`src/hw/rtl/bbd_pkg.sv`:
```
// Shared constants and types of the binarizing box downscaler.
package bbd_pkg;

  localparam int OUT_SIDE_DEF = 28;
  localparam int MAX_SIDE_DEF = 4096;

  localparam int CFG_INDEX_W = 2;
  localparam int CFG_DATA_W  = 13;
  localparam int SIZE_W      = 13;
  localparam int MODE_W      = 2;
  localparam int CH_W        = 8;
  localparam int VALUE_W     = 9;

  localparam int SIZE_RESET  = 28;
  localparam int DARK_LIMIT  = 128;
  localparam int VALUE_FULL  = 256;

  typedef enum logic [CFG_INDEX_W-1:0] {
    REG_WIDTH  = 2'd0,
    REG_HEIGHT = 2'd1,
    REG_MODE   = 2'd2
  } reg_index_t;

  localparam logic [MODE_W-1:0] MODE_RGB  = 2'd0;
  localparam logic [MODE_W-1:0] MODE_RGBA = 2'd1;

  typedef struct packed {
    logic [SIZE_W-1:0] width;
    logic [SIZE_W-1:0] height;
    logic [MODE_W-1:0] mode;
    logic              restart;
  } cfg_t;

endpackage

```
`src/hw/rtl/bbd_fifo.sv`:
```
// Small register queue between the front and the back end.
module bbd_fifo #(
  parameter int DATA_W = 8,
  parameter int DEPTH  = 4
) (
  input  logic              clk,
  input  logic              rst,
  input  logic              wr,
  input  logic [DATA_W-1:0] wr_data,
  output logic              full,
  input  logic              rd,
  output logic [DATA_W-1:0] rd_data,
  output logic              empty
);

  localparam int PTR_W = (DEPTH > 1) ? $clog2(DEPTH) : 1;
  localparam int CNT_W = $clog2(DEPTH + 1);

  logic [DATA_W-1:0] slots [DEPTH];
  logic [PTR_W-1:0]  wr_ptr;
  logic [PTR_W-1:0]  rd_ptr;
  logic [CNT_W-1:0]  count;
  logic              do_wr;
  logic              do_rd;

  assign full    = (count == CNT_W'(DEPTH));
  assign empty   = (count == '0);
  assign do_wr   = wr && !full;
  assign do_rd   = rd && !empty;
  assign rd_data = slots[rd_ptr];

  always_ff @(posedge clk) begin
    if (rst) begin
      wr_ptr <= '0;
      rd_ptr <= '0;
      count  <= '0;
    end else begin
      if (do_wr) begin
        wr_ptr <= (wr_ptr == PTR_W'(DEPTH - 1)) ? '0 : PTR_W'(wr_ptr + 1'b1);
      end
      if (do_rd) begin
        rd_ptr <= (rd_ptr == PTR_W'(DEPTH - 1)) ? '0 : PTR_W'(rd_ptr + 1'b1);
      end
      if (do_wr && !do_rd) begin
        count <= CNT_W'(count + 1'b1);
      end else if (do_rd && !do_wr) begin
        count <= CNT_W'(count - 1'b1);
      end
    end
  end

  always_ff @(posedge clk) begin
    if (do_wr) begin
      slots[wr_ptr] <= wr_data;
    end
  end

endmodule

```
`src/hw/rtl/bbd_front.sv`:
```
// Front end: binarizes pixels, tracks position, accumulates cell sums, drains bands.
module bbd_front #(
  parameter  int OUT_SIDE = bbd_pkg::OUT_SIDE_DEF,
  parameter  int MAX_SIDE = bbd_pkg::MAX_SIDE_DEF,
  localparam int IDX_W    = $clog2(OUT_SIDE),
  localparam int BAND_W   = $clog2(MAX_SIDE / OUT_SIDE + 2),
  localparam int CNT_W    = 2 * BAND_W,
  localparam int ITEM_W   = 2 * IDX_W + 1 + 2 * CNT_W
) (
  input  logic                      clk,
  input  logic                      rst,
  input  bbd_pkg::cfg_t             cfg,
  input  logic                      push,
  output logic                      full,
  input  logic [bbd_pkg::CH_W-1:0]  red,
  input  logic [bbd_pkg::CH_W-1:0]  green,
  input  logic [bbd_pkg::CH_W-1:0]  blue,
  input  logic [bbd_pkg::CH_W-1:0]  alpha,
  input  logic                      q_full,
  output logic                      q_push,
  output logic [ITEM_W-1:0]         q_data
);

  import bbd_pkg::*;

  localparam int SIDE_W     = $clog2(MAX_SIDE + 1);
  localparam int SUM3_W     = CH_W + 2;
  localparam int PROD_W     = SUM3_W + CH_W;
  localparam int DIV3_SHIFT = PROD_W + 1;
  localparam int DIV3_RECIP = (2 ** DIV3_SHIFT + 2) / 3;
  localparam int RECIP_W    = DIV3_SHIFT;

  typedef enum logic [1:0] {S_PIX, S_WR, S_DRD, S_DPUSH} state_t;

  function automatic logic [SIDE_W-1:0] clamp_side(input logic [SIZE_W-1:0] v);
    logic [SIDE_W-1:0] r;
    if (int'(v) < OUT_SIDE) begin
      r = SIDE_W'(OUT_SIDE);
    end else if (int'(v) > MAX_SIDE) begin
      r = SIDE_W'(MAX_SIDE);
    end else begin
      r = SIDE_W'(v);
    end
    return r;
  endfunction

  state_t            state;
  logic [SIDE_W-1:0] scol;
  logic [SIDE_W-1:0] srow;
  logic [SIDE_W-1:0] dcol;
  logic [SIDE_W-1:0] drow;
  logic [IDX_W-1:0]  col_band;
  logic [IDX_W-1:0]  row_band;
  logic [BAND_W-1:0] ccnt;
  logic [BAND_W-1:0] rows_in_band;
  logic [IDX_W-1:0]  wr_addr;
  logic [IDX_W-1:0]  drain_idx;
  logic              go_drain;
  logic [SUM3_W-1:0] s_q;
  logic [PROD_W-1:0] p_q;

  logic [CNT_W-1:0]  sums_mem [OUT_SIDE];
  logic [BAND_W-1:0] colw_mem [OUT_SIDE];
  logic [OUT_SIDE-1:0] sum_vld;
  logic [CNT_W-1:0]  sum_rd;
  logic [BAND_W-1:0] colw_rd;

  logic [SIDE_W-1:0] w_side;
  logic [SIDE_W-1:0] h_side;
  logic [SIDE_W-1:0] dc;
  logic [SIDE_W-1:0] dr;
  logic [SIDE_W-1:0] dcol_next;
  logic [SIDE_W-1:0] drow_next;
  logic              col_inc;
  logic              band_end;
  logic              row_end;
  logic              frame_end;
  logic              accept;
  logic [SUM3_W-1:0] s_next;
  logic [PROD_W-1:0] p_next;
  logic [PROD_W+RECIP_W-1:0] q3;
  logic              dark;
  logic [CNT_W-1:0]  new_sum;
  logic [CNT_W-1:0]  drain_sum;
  logic [CNT_W-1:0]  drain_cnt;
  logic              drain_last;

  assign w_side = clamp_side(cfg.width);
  assign h_side = clamp_side(cfg.height);
  assign full   = (state != S_PIX);
  assign accept = push && (state == S_PIX);

  // Distance to the next band edge; at the start of a row or frame it is size - OUT_SIDE.
  assign dc        = (scol == '0) ? SIDE_W'(w_side - SIDE_W'(OUT_SIDE)) : dcol;
  assign col_inc   = (dc < SIDE_W'(OUT_SIDE));
  assign dcol_next = SIDE_W'((SIDE_W+1)'(dc) + (col_inc ? (SIDE_W+1)'(w_side) : '0)
                             - (SIDE_W+1)'(OUT_SIDE));
  assign row_end   = (SIDE_W'(scol + 1'b1) == w_side);

  assign dr        = (srow == '0) ? SIDE_W'(h_side - SIDE_W'(OUT_SIDE)) : drow;
  assign band_end  = (dr < SIDE_W'(OUT_SIDE));
  assign drow_next = SIDE_W'((SIDE_W+1)'(dr) + (band_end ? (SIDE_W+1)'(h_side) : '0)
                             - (SIDE_W+1)'(OUT_SIDE));
  assign frame_end = (SIDE_W'(srow + 1'b1) == h_side);

  assign s_next = SUM3_W'(red) + SUM3_W'(green) + SUM3_W'(blue);
  assign p_next = PROD_W'(s_next) * PROD_W'(alpha);

  // Divide by three through the reciprocal; only bit 7 of the quotient matters.
  assign q3 = (PROD_W+RECIP_W)'(p_q) * (PROD_W+RECIP_W)'(DIV3_RECIP);

  always_comb begin
    case (cfg.mode)
      MODE_RGB:  dark = (s_q < SUM3_W'(3 * DARK_LIMIT));
      MODE_RGBA: dark = !q3[DIV3_SHIFT + CH_W - 1];
      default:   dark = 1'b0;
    endcase
  end

  assign new_sum = (sum_vld[wr_addr] ? sum_rd : '0) + CNT_W'(dark);

  assign drain_sum  = sum_vld[drain_idx] ? sum_rd : '0;
  assign drain_cnt  = CNT_W'(colw_rd * rows_in_band);
  assign drain_last = (drain_idx == IDX_W'(OUT_SIDE - 1));
  assign q_push     = (state == S_DPUSH) && !q_full;
  assign q_data     = {row_band, drain_idx, drain_last, drain_sum, drain_cnt};

  always_ff @(posedge clk) begin
    if (rst || cfg.restart) begin
      state        <= S_PIX;
      scol         <= '0;
      srow         <= '0;
      col_band     <= '0;
      row_band     <= '0;
      ccnt         <= '0;
      rows_in_band <= '0;
      go_drain     <= 1'b0;
      sum_vld      <= '0;
    end else begin
      case (state)
        S_PIX: begin
          if (push) begin
            s_q     <= s_next;
            p_q     <= p_next;
            wr_addr <= col_band;
            dcol    <= dcol_next;
            ccnt    <= col_inc ? '0 : BAND_W'(ccnt + 1'b1);
            go_drain <= row_end && band_end;
            if (row_end) begin
              scol         <= '0;
              col_band     <= '0;
              rows_in_band <= BAND_W'(rows_in_band + 1'b1);
              srow         <= frame_end ? '0 : SIDE_W'(srow + 1'b1);
              drow         <= drow_next;
            end else begin
              scol     <= SIDE_W'(scol + 1'b1);
              col_band <= col_inc ? IDX_W'(col_band + 1'b1) : col_band;
            end
            state <= S_WR;
          end
        end
        S_WR: begin
          sum_vld[wr_addr] <= 1'b1;
          drain_idx        <= '0;
          state            <= go_drain ? S_DRD : S_PIX;
        end
        S_DRD: begin
          state <= S_DPUSH;
        end
        S_DPUSH: begin
          if (!q_full) begin
            // Hand the cell to the back end and clear it for the next band.
            sum_vld[drain_idx] <= 1'b0;
            if (drain_last) begin
              rows_in_band <= '0;
              row_band     <= (srow == '0) ? '0 : IDX_W'(row_band + 1'b1);
              state        <= S_PIX;
            end else begin
              drain_idx <= IDX_W'(drain_idx + 1'b1);
              state     <= S_DRD;
            end
          end
        end
        default: state <= S_PIX;
      endcase
    end
  end

  always_ff @(posedge clk) begin
    if (accept) begin
      sum_rd <= sums_mem[col_band];
      if (col_inc) begin
        colw_mem[col_band] <= BAND_W'(ccnt + 1'b1);
      end
    end
    if (state == S_DRD) begin
      sum_rd  <= sums_mem[drain_idx];
      colw_rd <= colw_mem[drain_idx];
    end
    if (state == S_WR) begin
      sums_mem[wr_addr] <= new_sum;
    end
  end

endmodule

```
`src/hw/rtl/bbd_back.sv`:
```
// Back end: serial divider for cell averages and the result register.
module bbd_back #(
  parameter  int OUT_SIDE = bbd_pkg::OUT_SIDE_DEF,
  parameter  int MAX_SIDE = bbd_pkg::MAX_SIDE_DEF,
  localparam int IDX_W    = $clog2(OUT_SIDE),
  localparam int BAND_W   = $clog2(MAX_SIDE / OUT_SIDE + 2),
  localparam int CNT_W    = 2 * BAND_W,
  localparam int ITEM_W   = 2 * IDX_W + 1 + 2 * CNT_W
) (
  input  logic                        clk,
  input  logic                        rst,
  input  logic                        q_empty,
  output logic                        q_pop,
  input  logic [ITEM_W-1:0]           q_data,
  input  logic                        pop,
  output logic                        empty,
  output logic [IDX_W-1:0]            cell_row,
  output logic [IDX_W-1:0]            cell_col,
  output logic [bbd_pkg::VALUE_W-1:0] cell_value,
  output logic                        last_of_band
);

  import bbd_pkg::*;

  localparam int STEP_W    = $clog2(VALUE_W);
  localparam int LAST_STEP = VALUE_W - 1;

  logic                busy;
  logic [STEP_W-1:0]   step;
  logic [CNT_W:0]      rem;
  logic [CNT_W-1:0]    den;
  logic [VALUE_W-1:0]  quot;
  logic [IDX_W-1:0]    row_q;
  logic [IDX_W-1:0]    col_q;
  logic                last_q;
  logic                out_valid;

  logic [IDX_W-1:0]    in_row;
  logic [IDX_W-1:0]    in_col;
  logic                in_last;
  logic [CNT_W-1:0]    in_sum;
  logic [CNT_W-1:0]    in_cnt;
  logic [CNT_W:0]      trial;
  logic                qbit;
  logic [CNT_W:0]      rem_next;
  logic [VALUE_W-1:0]  quot_next;
  logic                final_step;
  logic                can_take;

  assign {in_row, in_col, in_last, in_sum, in_cnt} = q_data;

  assign q_pop = !busy && !q_empty;
  assign empty = !out_valid;

  // The first step compares the sum itself; the sum never exceeds the count.
  assign trial      = (step == '0) ? rem : {rem[CNT_W-1:0], 1'b0};
  assign qbit       = (trial >= (CNT_W+1)'(den));
  assign rem_next   = qbit ? (CNT_W+1)'(trial - (CNT_W+1)'(den)) : trial;
  assign quot_next  = {quot[VALUE_W-2:0], qbit};
  assign final_step = busy && (step == STEP_W'(LAST_STEP));
  assign can_take   = !out_valid || pop;

  always_ff @(posedge clk) begin
    if (rst) begin
      busy      <= 1'b0;
      out_valid <= 1'b0;
      step      <= '0;
    end else begin
      if (pop && out_valid) begin
        out_valid <= 1'b0;
      end
      if (q_pop) begin
        busy   <= 1'b1;
        step   <= '0;
        rem    <= (CNT_W+1)'(in_sum);
        den    <= in_cnt;
        quot   <= '0;
        row_q  <= in_row;
        col_q  <= in_col;
        last_q <= in_last;
      end else if (busy && (!final_step || can_take)) begin
        rem  <= rem_next;
        quot <= quot_next;
        step <= STEP_W'(step + 1'b1);
        if (final_step) begin
          busy         <= 1'b0;
          out_valid    <= 1'b1;
          cell_value   <= quot_next;
          cell_row     <= row_q;
          cell_col     <= col_q;
          last_of_band <= last_q;
        end
      end
    end
  end

endmodule

```
`src/hw/rtl/binarize_box_downscale.sv`:
```
// Pixel input takes a new pixel only while the front is in its pixel state; full is high in the
// cycle after each accepted push, and a band end holds it high while its 28 cells go to the
// queue, paced by the back end once the queue is full.
// Each cell average is a 9-step serial division; the back end takes no new cell while one is
// in division, and its last step waits until the previous result has been taken.
// rst (synchronous) restores 28x28 rgb; it and any listed register write restart the frame.
module binarize_box_downscale #(
  parameter  int OUT_SIDE = bbd_pkg::OUT_SIDE_DEF,
  parameter  int MAX_SIDE = bbd_pkg::MAX_SIDE_DEF,
  localparam int IDX_W    = $clog2(OUT_SIDE)
) (
  input  logic                            clk,
  input  logic                            rst,
  input  logic                            cfg_write,
  input  logic [bbd_pkg::CFG_INDEX_W-1:0] cfg_index,
  input  logic [bbd_pkg::CFG_DATA_W-1:0]  cfg_data,
  input  logic                            push,
  output logic                            full,
  input  logic [bbd_pkg::CH_W-1:0]        red,
  input  logic [bbd_pkg::CH_W-1:0]        green,
  input  logic [bbd_pkg::CH_W-1:0]        blue,
  input  logic [bbd_pkg::CH_W-1:0]        alpha,
  input  logic                            pop,
  output logic                            empty,
  output logic [IDX_W-1:0]                cell_row,
  output logic [IDX_W-1:0]                cell_col,
  output logic [bbd_pkg::VALUE_W-1:0]     cell_value,
  output logic                            last_of_band
);

  import bbd_pkg::*;

  localparam int BAND_W  = $clog2(MAX_SIDE / OUT_SIDE + 2);
  localparam int CNT_W   = 2 * BAND_W;
  localparam int ITEM_W  = 2 * IDX_W + 1 + 2 * CNT_W;
  localparam int Q_DEPTH = 4;

  logic [SIZE_W-1:0] width_reg;
  logic [SIZE_W-1:0] height_reg;
  logic [MODE_W-1:0] mode_reg;
  cfg_t              cfg;

  logic              q_push;
  logic              q_full;
  logic [ITEM_W-1:0] q_wdata;
  logic              q_pop;
  logic              q_empty;
  logic [ITEM_W-1:0] q_rdata;

  always_ff @(posedge clk) begin
    if (rst) begin
      width_reg  <= SIZE_W'(SIZE_RESET);
      height_reg <= SIZE_W'(SIZE_RESET);
      mode_reg   <= MODE_RGB;
    end else if (cfg_write) begin
      case (cfg_index)
        REG_WIDTH:  width_reg  <= SIZE_W'(cfg_data);
        REG_HEIGHT: height_reg <= SIZE_W'(cfg_data);
        REG_MODE:   mode_reg   <= MODE_W'(cfg_data);
        default:    ;
      endcase
    end
  end

  assign cfg.width   = width_reg;
  assign cfg.height  = height_reg;
  assign cfg.mode    = mode_reg;
  assign cfg.restart = cfg_write && (cfg_index == REG_WIDTH || cfg_index == REG_HEIGHT ||
                                     cfg_index == REG_MODE);

  bbd_front #(
    .OUT_SIDE (OUT_SIDE),
    .MAX_SIDE (MAX_SIDE)
  ) u_front (
    .clk    (clk),
    .rst    (rst),
    .cfg    (cfg),
    .push   (push),
    .full   (full),
    .red    (red),
    .green  (green),
    .blue   (blue),
    .alpha  (alpha),
    .q_full (q_full),
    .q_push (q_push),
    .q_data (q_wdata)
  );

  bbd_fifo #(
    .DATA_W (ITEM_W),
    .DEPTH  (Q_DEPTH)
  ) u_queue (
    .clk     (clk),
    .rst     (rst),
    .wr      (q_push),
    .wr_data (q_wdata),
    .full    (q_full),
    .rd      (q_pop),
    .rd_data (q_rdata),
    .empty   (q_empty)
  );

  bbd_back #(
    .OUT_SIDE (OUT_SIDE),
    .MAX_SIDE (MAX_SIDE)
  ) u_back (
    .clk          (clk),
    .rst          (rst),
    .q_empty      (q_empty),
    .q_pop        (q_pop),
    .q_data       (q_rdata),
    .pop          (pop),
    .empty        (empty),
    .cell_row     (cell_row),
    .cell_col     (cell_col),
    .cell_value   (cell_value),
    .last_of_band (last_of_band)
  );

endmodule

```
`config.mk`:
```
export PLATFORM = sky130hd
export DESIGN_NAME = binarize_box_downscale
export DESIGN_NICKNAME = d
export VERILOG_FILES = /design/src/hw/rtl/bbd_pkg.sv /design/src/hw/rtl/bbd_fifo.sv /design/src/hw/rtl/bbd_front.sv /design/src/hw/rtl/bbd_back.sv /design/src/hw/rtl/binarize_box_downscale.sv
export SDC_FILE = /design/constraint.sdc
export NUM_CORES = 2
export LEC_CHECK = 0
export BUFFER_PORTS_ARGS = -buffer_cell sky130_fd_sc_hd__buf_2
export CAP_MARGIN = 20
export CORE_ASPECT_RATIO = 0.7
export CORE_MARGIN = 5
export CORE_UTILIZATION = 40
export CTS_CLUSTER_SIZE = 28
export DETAILED_ROUTE_END_ITERATION = 6
export HOLD_SLACK_MARGIN = 0.1
export PLACE_DENSITY_LB_ADDON = 0.25
export SYNTH_ARGS = -nofsm -noshare
export SYNTH_HDL_FRONTEND = slang
export SYNTH_SLANG_ARGS = --single-unit
```
`constraint.sdc`:
```
create_clock -name clk -period 8.4 [get_ports clk]
set_clock_uncertainty 0.1 [all_clocks]
set_input_delay 0.42 -clock clk [delete_from_list [all_inputs] [get_ports clk]]
set_output_delay 0.42 -clock clk [all_outputs]
set_load 0.02 [all_outputs]
```
==> results.txt <==
----------------------------------------------------
[Status]
  Outcome ... completed

[Logic synthesis]
  Post-synthesis average cell area ... between 10 and 15 um^2
  Top_reg_cell synth ... sky130_fd_sc_hd__edfxtp_1
  Sequential fraction of the synthesis area ... 52.6%
  Count of state elements after synthesis ... 1133
  Fraction of synthesis flops using an asynchronous set or reset pin ... 0%
  Syn Inst Count ... 4524
  Total of warnings raised by yosys ... 0
  Count of cell types in the netlist ... 93
  Post-synthesis cell area ... a little over 60000 um^2
  Yosys top cell by area ... sky130_fd_sc_hd__edfxtp_1
  Top cells by area in the synthesized netlist ... sky130_fd_sc_hd__edfxtp_1, sky130_fd_sc_hd__mux4_2, sky130_fd_sc_hd__ha_1, sky130_fd_sc_hd__fa_1, sky130_fd_sc_hd__dfxtp_1
  Count of flip-flops with a built-in enable after synthesis ... ~1000
  Share of the synthesized area in the top cell type ... 48.2%
  Syn nets ... 5060

[Power and ir drop]
  P_leak ... 23.9 nW
  Power density over cell area ... 372 nW/um^2
  Worst supply voltage drop on vdd ... 0.00125 V

[Global route]
  Maximum number of pins on one net before global-route repair ... 79
  Total overflow reported by the global router ... 0
  Initial antenna violation count ... 7
  Combined global-route utilization of all metal layers ... around a fifth
  Wire length of the first global-routing pass ... ~240 mm
  Number of global-route vias before repair ... ~38000

[Setup path]
  Capturing element type of the critical path ... flop
  Largest stage delay, worst path ... 530 ps
  Maximum fanout along the worst path ... 28
  Slowest stage cell, crit path ... sky130_fd_sc_hd__edfxtp_1
  Number of buffers and inverters on the critical path ... 5
  Most numerous cell on the critical path ... sky130_fd_sc_hd__ha_1
  Kind of cell with the highest combined delay on the critical path ... adder cells
  Critical Path RT ... 8840 ps
  Critical path class ... flop to flop
  Category of the worst setup path launch point ... flop
  CP Data Arrival Time ... ~8000 ps

[Worst hold path]
  Worst hold-check path type ... input port to flop

[Routing]
  Vias per std cell ... about 5.6
  Length of routed met2 wiring ... 66.5 mm
  Top layer reached by signal wires ... met5
  Wire length on met3 ... 15.1 mm
  Initial detailed-routing violation count ... 3639
  DRC violations left ... 0
  Count of nets left with antenna violations after detail routing ... 0
  TritonRoute pass-1 iters ... 6
  M1 wire length ... roughly 76 mm
  Via count of the routed design ... 38200
  Sum of routed wire length over all layers ... roughly 160 mm
  Detail-routed net length per standard cell ... 23.5 um

[Floorplanning]
  Die Footprint ... around 160000 um^2
  Die W ... 481 um
  Initial core utilization ... 40.1%
  Die span in y ... 340 um
  Cell Rows ... 121
  Number of placed I/O pins ... 74
  Area of the core region ... 155000 um^2

[STA]
  Achievable Freq ... ~130 MHz
  Fin. max-slew vios ... 0
  Pin slew with the least headroom to its limit ... 1150 ps
  Min cycle time layout ... 7520 ps
  Setup repair after global routing missed its margin ... no
  Final period util ... 89.5%
  Final-report setup violation count ... 0
  Setup Total Neg Slack ... 0 ps
  Remaining max-slew budget at the tightest pin ... around a quarter
  Fin. Hold Viols ... 0
  Crit path setup slack, layout ... 881 ps

[Cells and area]
  FF+latch area ... 32700 um^2
  Synthesis-to-layout area growth ... 11.3%
  Share of cells above drive strength 1 ... 17.2%
  Count of fill cells added during filler insertion ... 13700
  Number of flip-flops in the largest register ... around 450
  Largest registers ... u_front.sums_mem (448), u_front.colw_mem (224), u_queue.slots (172)
  Post-layout nets ... between 5000 and 6000
  Multi-input gate area in the final layout ... 27000 um^2
  Register ranked first by flip-flop count ... u_front.sums_mem

[Clock network]
  Number of cells upsized or downsized after cts ... 0
  Maximum number of buffers from clock root to sink ... 3
  Clock-pin slew on the worst setup and hold paths ... ~60 ps
  Hold buffer count at cts ... 26
  # H-tree levels ... 3
  Clock root cell ... sky130_fd_sc_hd__clkbuf_16
  Number of sinks handled by clock tree synthesis ... between 1000 and 1500
  Postcts setup bufs ... 0
  Number of buffers inserted during clock tree synthesis ... ~110
  TritonCTS clock tree ... built
  Worst-skew pair later-pin latency ... between 700 and 800 ps

[Place]
  RePlAce Congestion ... around 0.86
  Final HPWL from detailed placement ... around 110 mm
  Port buffer count ... 73
  Worst slack after detailed placement ... 892 ps

[Job]
  Number of maximum-capacitance constraint violations ... 0

----------------------------------------------------
-- cell type report --
type                            instances  area share [%]
Sequential cell                      1133            47.2
Tap cell                             2091            3.78
Timing Repair Buffer                  201            2.10
Multi-Input combinational cell       2712            39.0
Inverter                              471            2.56
Clock inverter                         71            1.04
Clock buffer                          140            4.28
Antenna cell                            5          0.0181
-- synthesized netlist by cell type, drive strengths merged (40+ instances only) --
cell type / n
edfxtp: 997
nor2: 227
mux4: 370
mux2i: 79
dfxtp: 136
xnor2: 92
a21oi: 207
xor2: 40
ha: 298
nand2: 322
fa: 186
nor3: 66
o21ai: 119
nand3: 74
clkbuf: 139
nor2b: 44
buf: 69
inv: 469
and2: 109
-- kinds of logic after synthesis --
logic type	Yosys count	synth area share, %
buffers and inverters	679	4.21
XOR/XNOR	133	1.90
multiplexers	473	15.1
AO/OA/AOI/OAI	578	5.89
adder cells (fa/ha/maj)	484	12.0
flip-flops	1133	52.6
AND/OR/NAND/NOR	1044	8.34
-- metrics by stage --
stage | area, um^2 | hold WS (ps) | instances | util [%] | total power (W)
after floorplan | 62100 | 300 | 4524 | - | 0.0169
after global placement | 65200 | 304 | 6579 | 42.1 | 0.0207
after detailed placement | 65200 | 305 | 6581 | 42.1 | 0.0207
after CTS | 69200 | 114 | 6818 | 44.7 | 0.0260
after global routing | 69200 | 154 | 6823 | 44.7 | 0.0283
final | 69200 | 170 | 6824 | 44.7 | 0.0257
-- power breakdown --
group          switching (W)  total (W)  internal (W)
clock                0.00225    0.00502       0.00277
sequential          0.000197    0.00673       0.00653
combinational        0.00782     0.0140       0.00616
-- worst register-to-register path, delay by kind of cell (launching register included) --
family                   cells  cell delay (ps)
adder cells (fa/ha/maj)      9             3400
AO/OA/AOI/OAI                7             1600
AND/OR/NAND/NOR              4              710
flip-flops                   1              530
buffers and inverters        5              490
XOR/XNOR                     2              470
-- layout by cell type, fill, tap and decap left out, types with 88 or more instances in the layout --
cell type | netlist | routed
sky130_fd_sc_hd__mux4_2 | 370 | 370
sky130_fd_sc_hd__nor2_1 | 226 | 213
sky130_fd_sc_hd__edfxtp_1 | 997 | 997
sky130_fd_sc_hd__dfxtp_1 | 136 | 126
sky130_fd_sc_hd__and2_1 | 108 | 104
sky130_fd_sc_hd__ha_1 | 298 | 298
sky130_fd_sc_hd__a21oi_1 | 205 | 204
sky130_fd_sc_hd__nand2_1 | 322 | 321
sky130_fd_sc_hd__xnor2_1 | 92 | 88
sky130_fd_sc_hd__buf_4 | 5 | 98
sky130_fd_sc_hd__clkbuf_16 | 0 | 112
sky130_fd_sc_hd__fa_1 | 186 | 186
sky130_fd_sc_hd__inv_1 | 468 | 468
sky130_fd_sc_hd__o21ai_0 | 117 | 117
-- metal layers --
| metal | vias up | track usage, % |
|---|---|---|
| li1 | 17100 | - |
| met1 | 19500 | 30.6 |
| met2 | 1414 | 27.2 |
| met3 | 179 | 5.44 |
| met4 | 4 | 3.64 |
| met5 | - | 0.235 |
-- worst paths after layout --
| check | endpoint | start | slack, ps | depth (start not counted) |
|---|---|---|---|---|
| worst max-delay path | u_front.sums_mem[0][12] | u_front.p_q[9] | 880 | 27 |
| worst min register to register | u_back.cell_value[8] | u_back.quot[7] | 320 | 0 |
| worst min-delay path | u_queue.wr_ptr[0] | rst | 170 | 3 |
| worst max register to register | u_front.sums_mem[0][12] | u_front.p_q[9] | 880 | 27 |
Power figures use the tool's default switching activity.
